<file path="config.mk">
export PLATFORM = sky130hd
export DESIGN_NAME = seconds_of_day_calendar_clock_unit_flat
export DESIGN_NICKNAME = d
export VERILOG_FILES = /design/src/rtl/sodcc_pkg.sv /design/src/rtl/sodcc_if.sv /design/src/rtl/seconds_of_day_calendar_clock_unit.sv /design/src/flat_wrapper.sv
export SDC_FILE = /design/constraint.sdc
export NUM_CORES = 1
export LEC_CHECK = 0
export ABC_CLOCK_PERIOD_IN_PS = 12000
export BUFFER_PORTS_ARGS = -buffer_cell sky130_fd_sc_hd__buf_4
export CAP_MARGIN = 20
export CORE_MARGIN = 5
export CORE_UTILIZATION = 55
export DETAILED_ROUTE_END_ITERATION = 16
export PLACE_DENSITY = 0.75
export SYNTH_ARGS = -nofsm -noshare
export SYNTH_HDL_FRONTEND = slang
export SYNTH_SLANG_ARGS = --single-unit
export TNS_END_PERCENT = 10
</file>
<file path="constraint.sdc">
create_clock -name clk -period 12 [get_ports clk]
set_clock_uncertainty 0.1 [all_clocks]
set_input_delay 1.2 -clock clk [delete_from_list [all_inputs] [get_ports clk]]
set_output_delay 1.2 -clock clk [all_outputs]
set_load 0.02 [all_outputs]
</file>
<file path="src/rtl/sodcc_pkg.sv">
// Package for the seconds-of-day calendar clock: time constants, mode codes,
// item structs and the month-length table. No dependencies.
package sodcc_pkg;

  localparam int unsigned SecsPerDay  = 86400;
  localparam int unsigned SecsPerHour = 3600;
  localparam int unsigned SecsPerMin  = 60;
  localparam int unsigned HoursPerDay = 24;
  localparam int unsigned MinsPerHour = 60;
  localparam int unsigned MonthsPerYear = 12;

  localparam int unsigned SodW = 17;

  localparam logic [SodW-1:0] DayLength  = SodW'(SecsPerDay);
  localparam logic [SodW-1:0] LastSecond = SodW'(SecsPerDay - 1);

  localparam logic [4:0] ResetDay   = 5'd1;
  localparam logic [3:0] ResetMonth = 4'd1;
  localparam logic [7:0] ResetYear  = 8'd19;

  localparam logic [3:0] MonthJan = 4'd1;
  localparam logic [3:0] MonthFeb = 4'd2;
  localparam logic [3:0] MonthApr = 4'd4;
  localparam logic [3:0] MonthJun = 4'd6;
  localparam logic [3:0] MonthSep = 4'd9;
  localparam logic [3:0] MonthNov = 4'd11;
  localparam logic [3:0] MonthDec = 4'd12;

  typedef enum logic [1:0] {
    MODE_TICK     = 2'd0,
    MODE_SET_TIME = 2'd1,
    MODE_SET_DATE = 2'd2,
    MODE_QUERY    = 2'd3
  } mode_t;

  typedef struct packed {
    mode_t           mode;
    logic [4:0]      set_hour;
    logic [5:0]      set_minute;
    logic [5:0]      set_second;
    logic [4:0]      set_day;
    logic [3:0]      set_month;
    logic [7:0]      set_year;
    logic [SodW-1:0] mark_time;
    logic [SodW-1:0] wait_length;
  } sodcc_req_t;

  typedef struct packed {
    logic [4:0]      hour;
    logic [5:0]      minute;
    logic [5:0]      second;
    logic [4:0]      day;
    logic [3:0]      month;
    logic [7:0]      year;
    logic [SodW-1:0] elapsed;
    logic            passed;
    logic            rejected;
  } sodcc_rsp_t;

  // Fixed month lengths, no leap years; codes outside 1..12 read as 31.
  function automatic logic [4:0] month_days(input logic [3:0] m);
    logic [4:0] days;
    case (m) inside
      MonthFeb:                             days = 5'd28;
      MonthApr, MonthJun, MonthSep, MonthNov: days = 5'd30;
      default:                              days = 5'd31;
    endcase
    return days;
  endfunction

endpackage

</file>
<file path="src/rtl/sodcc_if.sv">
// Valid/ready channel interfaces for the calendar clock request and response.
// Depends on sodcc_pkg for the payload structs.
interface sodcc_req_if import sodcc_pkg::*; ();
  logic       valid;
  logic       ready;
  sodcc_req_t data;
  modport source (output valid, output data, input ready);
  modport sink (input valid, input data, output ready);
endinterface

interface sodcc_rsp_if import sodcc_pkg::*; ();
  logic       valid;
  logic       ready;
  sodcc_rsp_t data;
  modport source (output valid, output data, input ready);
  modport sink (input valid, input data, output ready);
endinterface

</file>
<file path="src/rtl/seconds_of_day_calendar_clock_unit.sv">
// Top level of the seconds-of-day calendar clock.
// Depends on sodcc_pkg and the channel interfaces in sodcc_if.sv.
//
// Usage:
//   req carries one item per handshake: a one-second tick, a set time, a set
//   date or an elapsed-time query. rsp returns exactly one item per request
//   with the time (hour, minute, second) and date as they stand after that
//   request, plus elapsed/passed for a query and rejected for a bad set.
//   An accepted item passes through the input register (range checks,
//   set-time seconds product, mark folding) and then the result register,
//   which loads as the clock state updates; rsp valid rises when the result
//   register loads. Throughput is one item per cycle while rsp.ready is high;
//   the state update is a single short step, so an item in the input
//   register always sees the state left by the item just ahead of it.
//   Reset (rst, synchronous) clears the pipeline and sets the clock to
//   00:00:00 on day 1, month 1, year 19.
//   When the receiver holds rsp.ready low, the result register holds its
//   item, the input register can still take one more item, and then
//   req.ready drops until the result is taken.
module seconds_of_day_calendar_clock_unit import sodcc_pkg::*; (
  input logic         clk,
  input logic         rst,
  sodcc_req_if.sink   req,
  sodcc_rsp_if.source rsp
);

  // Input register stage
  logic            s1_valid;
  mode_t           s1_mode;
  logic            s1_time_ok;
  logic            s1_date_ok;
  logic [SodW-1:0] s1_set_sod;
  logic [4:0]      s1_set_hour;
  logic [5:0]      s1_set_minute;
  logic [5:0]      s1_set_second;
  logic [4:0]      s1_set_day;
  logic [3:0]      s1_set_month;
  logic [7:0]      s1_set_year;
  logic [SodW-1:0] s1_mark;
  logic [SodW-1:0] s1_wait;

  // Clock state
  logic [SodW-1:0] sod;
  logic [4:0]      hour;
  logic [5:0]      minute;
  logic [5:0]      second;
  logic [4:0]      day;
  logic [3:0]      month;
  logic [7:0]      year;

  logic [SodW-1:0] sod_next;
  logic [4:0]      hour_next;
  logic [5:0]      minute_next;
  logic [5:0]      second_next;
  logic [4:0]      day_next;
  logic [3:0]      month_next;
  logic [7:0]      year_next;

  // Result register
  logic       out_valid;
  sodcc_rsp_t out_data;

  logic       req_fire;
  logic       out_load;
  logic       in_time_ok;
  logic       in_date_ok;
  logic [SodW-1:0] in_set_sod;
  logic [SodW-1:0] in_mark;

  logic [SodW-1:0] elapsed;
  logic            passed;
  logic            rejected;

  // Result register takes the stage-1 item when empty or being drained.
  assign out_load  = s1_valid && (!out_valid || rsp.ready);
  assign req.ready = !s1_valid || out_load;
  assign req_fire  = req.valid && req.ready;

  assign rsp.valid = out_valid;
  assign rsp.data  = out_data;

  // Range checks and set-time seconds, done ahead of the state update.
  assign in_time_ok = (req.data.set_hour < 5'(HoursPerDay)) &&
                      (req.data.set_minute < 6'(MinsPerHour)) &&
                      (req.data.set_second < 6'(SecsPerMin));
  assign in_date_ok = (req.data.set_month >= MonthJan) &&
                      (req.data.set_month <= 4'(MonthsPerYear)) &&
                      (req.data.set_day != 5'd0) &&
                      (req.data.set_day <= month_days(req.data.set_month));
  assign in_set_sod = SodW'(req.data.set_hour) * SodW'(SecsPerHour) +
                      SodW'(req.data.set_minute) * SodW'(SecsPerMin) +
                      SodW'(req.data.set_second);
  // Fold a mark at or past one day back into range.
  assign in_mark = (req.data.mark_time >= DayLength) ? req.data.mark_time - DayLength
                                                     : req.data.mark_time;

  always_ff @(posedge clk) begin
    if (rst) begin
      s1_valid <= 1'b0;
    end else if (req.ready) begin
      s1_valid <= req.valid;
    end
    if (req_fire) begin
      s1_mode       <= req.data.mode;
      s1_time_ok    <= in_time_ok;
      s1_date_ok    <= in_date_ok;
      s1_set_sod    <= in_set_sod;
      s1_set_hour   <= req.data.set_hour;
      s1_set_minute <= req.data.set_minute;
      s1_set_second <= req.data.set_second;
      s1_set_day    <= req.data.set_day;
      s1_set_month  <= req.data.set_month;
      s1_set_year   <= req.data.set_year;
      s1_mark       <= in_mark;
      s1_wait       <= req.data.wait_length;
    end
  end

  // State update for the item in the input register. The h/m/s counters
  // track sod so the result never needs a divide by 3600 or 60.
  always_comb begin
    sod_next    = sod;
    hour_next   = hour;
    minute_next = minute;
    second_next = second;
    day_next    = day;
    month_next  = month;
    year_next   = year;
    elapsed     = '0;
    passed      = 1'b0;
    rejected    = 1'b0;
    unique case (s1_mode)
      MODE_TICK: begin
        if (sod == LastSecond) begin
          // Midnight: clear the time and advance the date.
          sod_next    = '0;
          hour_next   = '0;
          minute_next = '0;
          second_next = '0;
          if (day >= month_days(month)) begin
            day_next = ResetDay;
            if (month >= MonthDec || month < MonthJan) begin
              month_next = MonthJan;
              year_next  = year + 8'd1;
            end else begin
              month_next = month + 4'd1;
            end
          end else begin
            day_next = day + 5'd1;
          end
        end else begin
          sod_next = sod + SodW'(1);
          if (second == 6'(SecsPerMin - 1)) begin
            second_next = '0;
            if (minute == 6'(MinsPerHour - 1)) begin
              minute_next = '0;
              hour_next   = hour + 5'd1;
            end else begin
              minute_next = minute + 6'd1;
            end
          end else begin
            second_next = second + 6'd1;
          end
        end
      end
      MODE_SET_TIME: begin
        if (s1_time_ok) begin
          sod_next    = s1_set_sod;
          hour_next   = s1_set_hour;
          minute_next = s1_set_minute;
          second_next = s1_set_second;
        end else begin
          rejected = 1'b1;
        end
      end
      MODE_SET_DATE: begin
        if (s1_date_ok) begin
          day_next   = s1_set_day;
          month_next = s1_set_month;
          year_next  = s1_set_year;
        end else begin
          rejected = 1'b1;
        end
      end
      MODE_QUERY: begin
        // Add a day when the mark lies after the current time.
        if (sod >= s1_mark) begin
          elapsed = sod - s1_mark;
        end else begin
          elapsed = SodW'((SodW+1)'(sod) + (SodW+1)'(DayLength) - (SodW+1)'(s1_mark));
        end
        passed = (elapsed >= s1_wait);
      end
      default: begin
        rejected = 1'b0;
      end
    endcase
  end

  always_ff @(posedge clk) begin
    if (rst) begin
      sod    <= '0;
      hour   <= '0;
      minute <= '0;
      second <= '0;
      day    <= ResetDay;
      month  <= ResetMonth;
      year   <= ResetYear;
    end else if (out_load) begin
      sod    <= sod_next;
      hour   <= hour_next;
      minute <= minute_next;
      second <= second_next;
      day    <= day_next;
      month  <= month_next;
      year   <= year_next;
    end
  end

  always_ff @(posedge clk) begin
    if (rst) begin
      out_valid <= 1'b0;
    end else if (out_load) begin
      out_valid <= 1'b1;
    end else if (rsp.ready) begin
      out_valid <= 1'b0;
    end
    if (out_load) begin
      out_data.hour     <= hour_next;
      out_data.minute   <= minute_next;
      out_data.second   <= second_next;
      out_data.day      <= day_next;
      out_data.month    <= month_next;
      out_data.year     <= year_next;
      out_data.elapsed  <= elapsed;
      out_data.passed   <= passed;
      out_data.rejected <= rejected;
    end
  end

endmodule

</file>
<file path="src/flat_wrapper.sv">
// flat-port wrapper written by rule: the top's interface ports become plain ports
module seconds_of_day_calendar_clock_unit_flat import sodcc_pkg::*;
  (clk, rst, req_valid, req_data, req_ready, rsp_valid, rsp_data, rsp_ready);
  sodcc_req_if req_i ();
  sodcc_rsp_if rsp_i ();
  input logic clk;
  input logic rst;
  input wire logic [$bits(req_i.valid)-1:0] req_valid;
  input wire logic [$bits(req_i.data)-1:0] req_data;
  output wire logic [$bits(req_i.ready)-1:0] req_ready;
  output wire logic [$bits(rsp_i.valid)-1:0] rsp_valid;
  output wire logic [$bits(rsp_i.data)-1:0] rsp_data;
  input wire logic [$bits(rsp_i.ready)-1:0] rsp_ready;
  assign req_i.valid = req_valid;
  assign req_i.data = req_data;
  assign req_ready = req_i.ready;
  assign rsp_valid = rsp_i.valid;
  assign rsp_data = rsp_i.data;
  assign rsp_i.ready = rsp_ready;
  seconds_of_day_calendar_clock_unit u_core (.clk(clk), .rst(rst), .req(req_i), .rsp(rsp_i));
endmodule
</file>
==> results.cfg <==
[run_status]
status = completed

[grt]
grt-ovfl-total = 0
antenna_found_initial = 0
grt_max_degree = 94
grt_pass1_vias = 9360
groute.usage.overall = 0.2200
grt_first_pass_wirelength_um = 47120

[yosys]
synth_edf_count = 140
synth-compound-area-share = 0.1644
synthArstFlopShare = 0
synth_xor_area_frac = 0.04203
synth.area.top_cells = edfxtp_1, ha_1, dfxtp_1
synth_fp_nets = 1480
yosysTopAreaCellShare = 0.3307
synth_top_family_by_area = adder cells
synthMuxAreaShare = 0.01959
yosysWarnings = 0
yosys_most_used_dff = edfxtp_1
synth.cell_area_sq_um = 12710
seq_area_frac_synth = 0.4142
synth_cells = 1254
synthAdderAreaFrac = 0.1661
synth_cell_types = 82
synthSimpleGateAreaFrac = 0.1371
ys_ff_latch = 193
syn_avg_cell_area_sq_um = 10.14
yosysTopAreaCell = edfxtp_1

[layout]
antennaDiodeCount = 0
final_nets = 1596
nFillCells = 1835
register_area_sq_um = 5265
multiInputGateArea_sq_um = 6738
area_growth_pct = 14.15
stdcell_count = 1668
drive_gt1_frac = 0.1439

[place]
dp_hpwl_um = 21460
gp_congestion = 0.8685
dp_cells = 1635
io_buffers = 128

[timing]
rsz0062_at_grt = false
final_max_slew_viol_count = 0
finalSetupViolCount = 0
period_needed_ns = 5.110
post-route-period-util = 0.4258
hold_viol = 0
worst_pin_slew_ns = 1.097
relSlewSlack = 0.2688
fmax_ghz = 0.1957
fin_setup_tns_ns = 0

[clocking]
cts_sinks = 193
clockRootBuffer = clkbuf_16
cts_hold_buf = 0
cts_max_level = 4
cts_setup_buffers = 0
cts_buffer_depth = 2
clock_latency_ns = 0.45
cts_resized = 0
cts-buffers-inserted = 17
cts_tree = yes
path_clk_slew_ns = 0.08

[worst_setup_path]
r2r-end = u_core.rsp.data[1]$_SDFFCE_PP0P_
crit_start = req_data[60]
crit_arrival_ns = 5.20
crit_fanout = 4
rr_worst_depth = 17
cp_cell_sequence = buf_4 -> inv_1 -> fa_1 -> fa_1 -> inv_1 -> ha_1 -> a21o_1 -> a21oi_1 -> o21bai_1 -> a21oi_1 -> xnor2_1 -> ha_1 -> ha_1 -> a21oi_1 -> o21ai_0 -> a21oi_1 -> nor2b_1 -> o211ai_1 -> xnor2_1
reg2reg_setup_slack_ns = 7.44
slowest_stage = fa_1
max_stage_delay_ns = 0.51
end_kind = flip-flop
crit_type = input pin to flip-flop
cp-start-kind = input pin
cp_common_cell = a21oi_1
crit_cells = 19
path_buf_inv = 3
reg2reg_from = u_core.sod[4]$_SDFFE_PP0P_
crit_end = u_core.s1_set_sod[16]$_DFFE_PP_
cpLargestDelayFamily = adder cells
crit_required_ns = 12.09

[power_and_ir_drop]
power_density_nw_per_um2 = 131.2
leakage_nw = 6.290
vdd_drop_max_mv = 0.1027

[job]
maxCapViolCount = 0

[route]
firstDrtPassIters = 7
wl_per_cell_um = 17.44
first_iter_violations = 716
vias = 9800
final_antenna_net_count = 0
via_per_inst = 5.875
drc = 0
drt-total-wl_um = 29100

[die]
die_height_um = 162.0
rows = 55
die_w_um = 162.0
io_pins = 129
initial_utilization = 0.5598
core_sq_um = 22710
die_area_sq_um = 26250

[worst_hold_path]
hold_class = flip-flop to flip-flop
-- worst min path at each step --
stage | start | to | depth (start not counted)
2_1_floorplan | u_core.year[7]$_SDFFE_PP0P_ | u_core.year[7]$_SDFFE_PP0P_ | 2
3_3_place_gp | u_core.year[7]$_SDFFE_PP0P_ | u_core.year[7]$_SDFFE_PP0P_ | 2
3_5_place_dp | u_core.year[7]$_SDFFE_PP0P_ | u_core.year[7]$_SDFFE_PP0P_ | 2
4_1_cts | u_core.year[7]$_SDFFE_PP0P_ | u_core.year[7]$_SDFFE_PP0P_ | 2
5_1_grt | u_core.year[7]$_SDFFE_PP0P_ | u_core.year[7]$_SDFFE_PP0P_ | 2
6_report | u_core.year[7]$_SDFFE_PP0P_ | u_core.year[7]$_SDFFE_PP0P_ | 2
-- where the power goes --
part,switching (mW),internal (mW),total [mW]
clock,0.291,0.283,0.574
sequential,0.0310,0.794,0.825
combinational,0.281,0.223,0.505
-- cell usage after synthesis, drive strengths merged, types with 4 or more instances --
| cell type | count |
|---|---|
| a21oi | 87 |
| clkbuf | 31 |
| ha | 124 |
| nand3 | 25 |
| mux2i | 17 |
| a311oi | 4 |
| and3 | 16 |
| a31o | 4 |
| xnor2 | 40 |
| fa | 28 |
| and2 | 24 |
| xor2 | 21 |
| o21bai | 5 |
| o21a | 16 |
| nand2 | 78 |
| dfxtp | 53 |
| buf | 10 |
| nor3b | 9 |
| nor3 | 18 |
| nor4 | 13 |
| a211oi | 19 |
| edfxtp | 140 |
| o21ai | 76 |
| mux2 | 7 |
| a211o | 8 |
| nor2b | 12 |
| a22oi | 13 |
| a31oi | 16 |
| o311ai | 6 |
| a221oi | 4 |
| nand4 | 15 |
| o31ai | 4 |
| inv | 126 |
| nor2 | 84 |
| nand2b | 17 |
| o211ai | 11 |
| a21o | 16 |
-- worst reg2reg max path: stages, from the launching register on --
cell,delay [ns]
dfxtp_1,0.53
ha_1,0.24
inv_1,0.06
fa_1,0.51
nor2b_1,0.21
nand3_1,0.12
a221oi_1,0.62
nor4_1,0.12
a311o_1,0.35
mux2i_1,0.24
ha_1,0.30
a21o_1,0.16
a21o_1,0.16
a21oi_1,0.13
o21ai_0,0.09
a21oi_1,0.14
o21ai_0,0.10
and2_1,0.16
-- logic make-up (layout without fill, tap and decap cells) --
| kind of cell | Yosys count | count (layout) |
|---|---|---|
| XOR/XNOR | 61 | 61 |
| buffers and inverters | 168 | 297 |
| AND/OR/NAND/NOR | 333 | 333 |
| adder cells (fa/ha/maj) | 152 | 152 |
| multiplexers | 24 | 24 |
| flip-flops | 193 | 193 |
| AO/OA/AOI/OAI | 323 | 323 |
-- layer usage --
metal | part of all wire | vias up | GRT usage
li1 | - | 4780 | -
met1 | 0.45 | 4667 | 0.3009
met2 | 0.48 | 313 | 0.3659
met3 | 0.058 | 40 | 0.03882
met4 | 0.015 | 0 | 0.05536
met5 | 0 | - | 0
-- state kept, by name, summed over array words and instances, names as in the netlist, 2 cells and up --
name / cells
u_core.rsp.data: 53
u_core.s1_wait: 17
u_core.s1_set_sod: 15
u_core.month: 4
u_core.year: 8
u_core.sod: 17
u_core.s1_set_minute: 6
u_core.s1_set_second: 6
u_core.second: 6
u_core.hour: 5
u_core.s1_set_day: 5
u_core.day: 5
u_core.s1_mode: 2
u_core.s1_set_year: 8
u_core.s1_set_hour: 5
u_core.s1_mark: 17
u_core.s1_set_month: 4
u_core.minute: 6
-- per-stage QoR --
stage	worst slack, ns	total power, mW	hold slack, ns	instance area [sq um]	utilization
6_report	6.890	1.903	0.4089	14510	0.6390
5_1_grt	6.599	2.012	0.4561	14510	0.6390
4_1_cts	6.883	1.911	0.4082	14480	0.6378
3_5_place_dp	6.440	1.338	0.3966	13870	0.6107
3_3_place_gp	6.532	1.323	0.3794	13870	0.6107
2_1_floorplan	6.874	1.204	0.3678	12710	-
-- layout by cell type, fill, tap and decap left out, drive strengths merged, types with 9 or more instances in the layout --
| master | instances |
|---|---|
| nand4 | 15 |
| xnor2 | 40 |
| a31oi | 16 |
| a21o | 16 |
| ha | 124 |
| fa | 28 |
| nand3 | 25 |
| a21oi | 87 |
| nor2 | 84 |
| mux2i | 17 |
| nor3b | 9 |
| xor2 | 21 |
| and3 | 16 |
| clkinv | 12 |
| nand2 | 78 |
| clkbuf | 17 |
| and2 | 24 |
| o211ai | 11 |
| a211oi | 19 |
| a22oi | 13 |
| buf | 139 |
| nor2b | 12 |
| o21a | 16 |
| o21ai | 76 |
| dfxtp | 53 |
| nand2b | 17 |
| inv | 129 |
| edfxtp | 140 |
| nor3 | 18 |
| nor4 | 13 |
-- cell type report --
cell class	count	area share
Clock buffer	17	0.02932
Clock inverter	15	0.01302
Inverter	126	0.03268
Multi-Input combinational cell	893	0.4643
Sequential cell	193	0.3628
Tap cell	285	0.02457
Timing Repair Buffer	139	0.07329
Power figures use the tool's default switching activity.
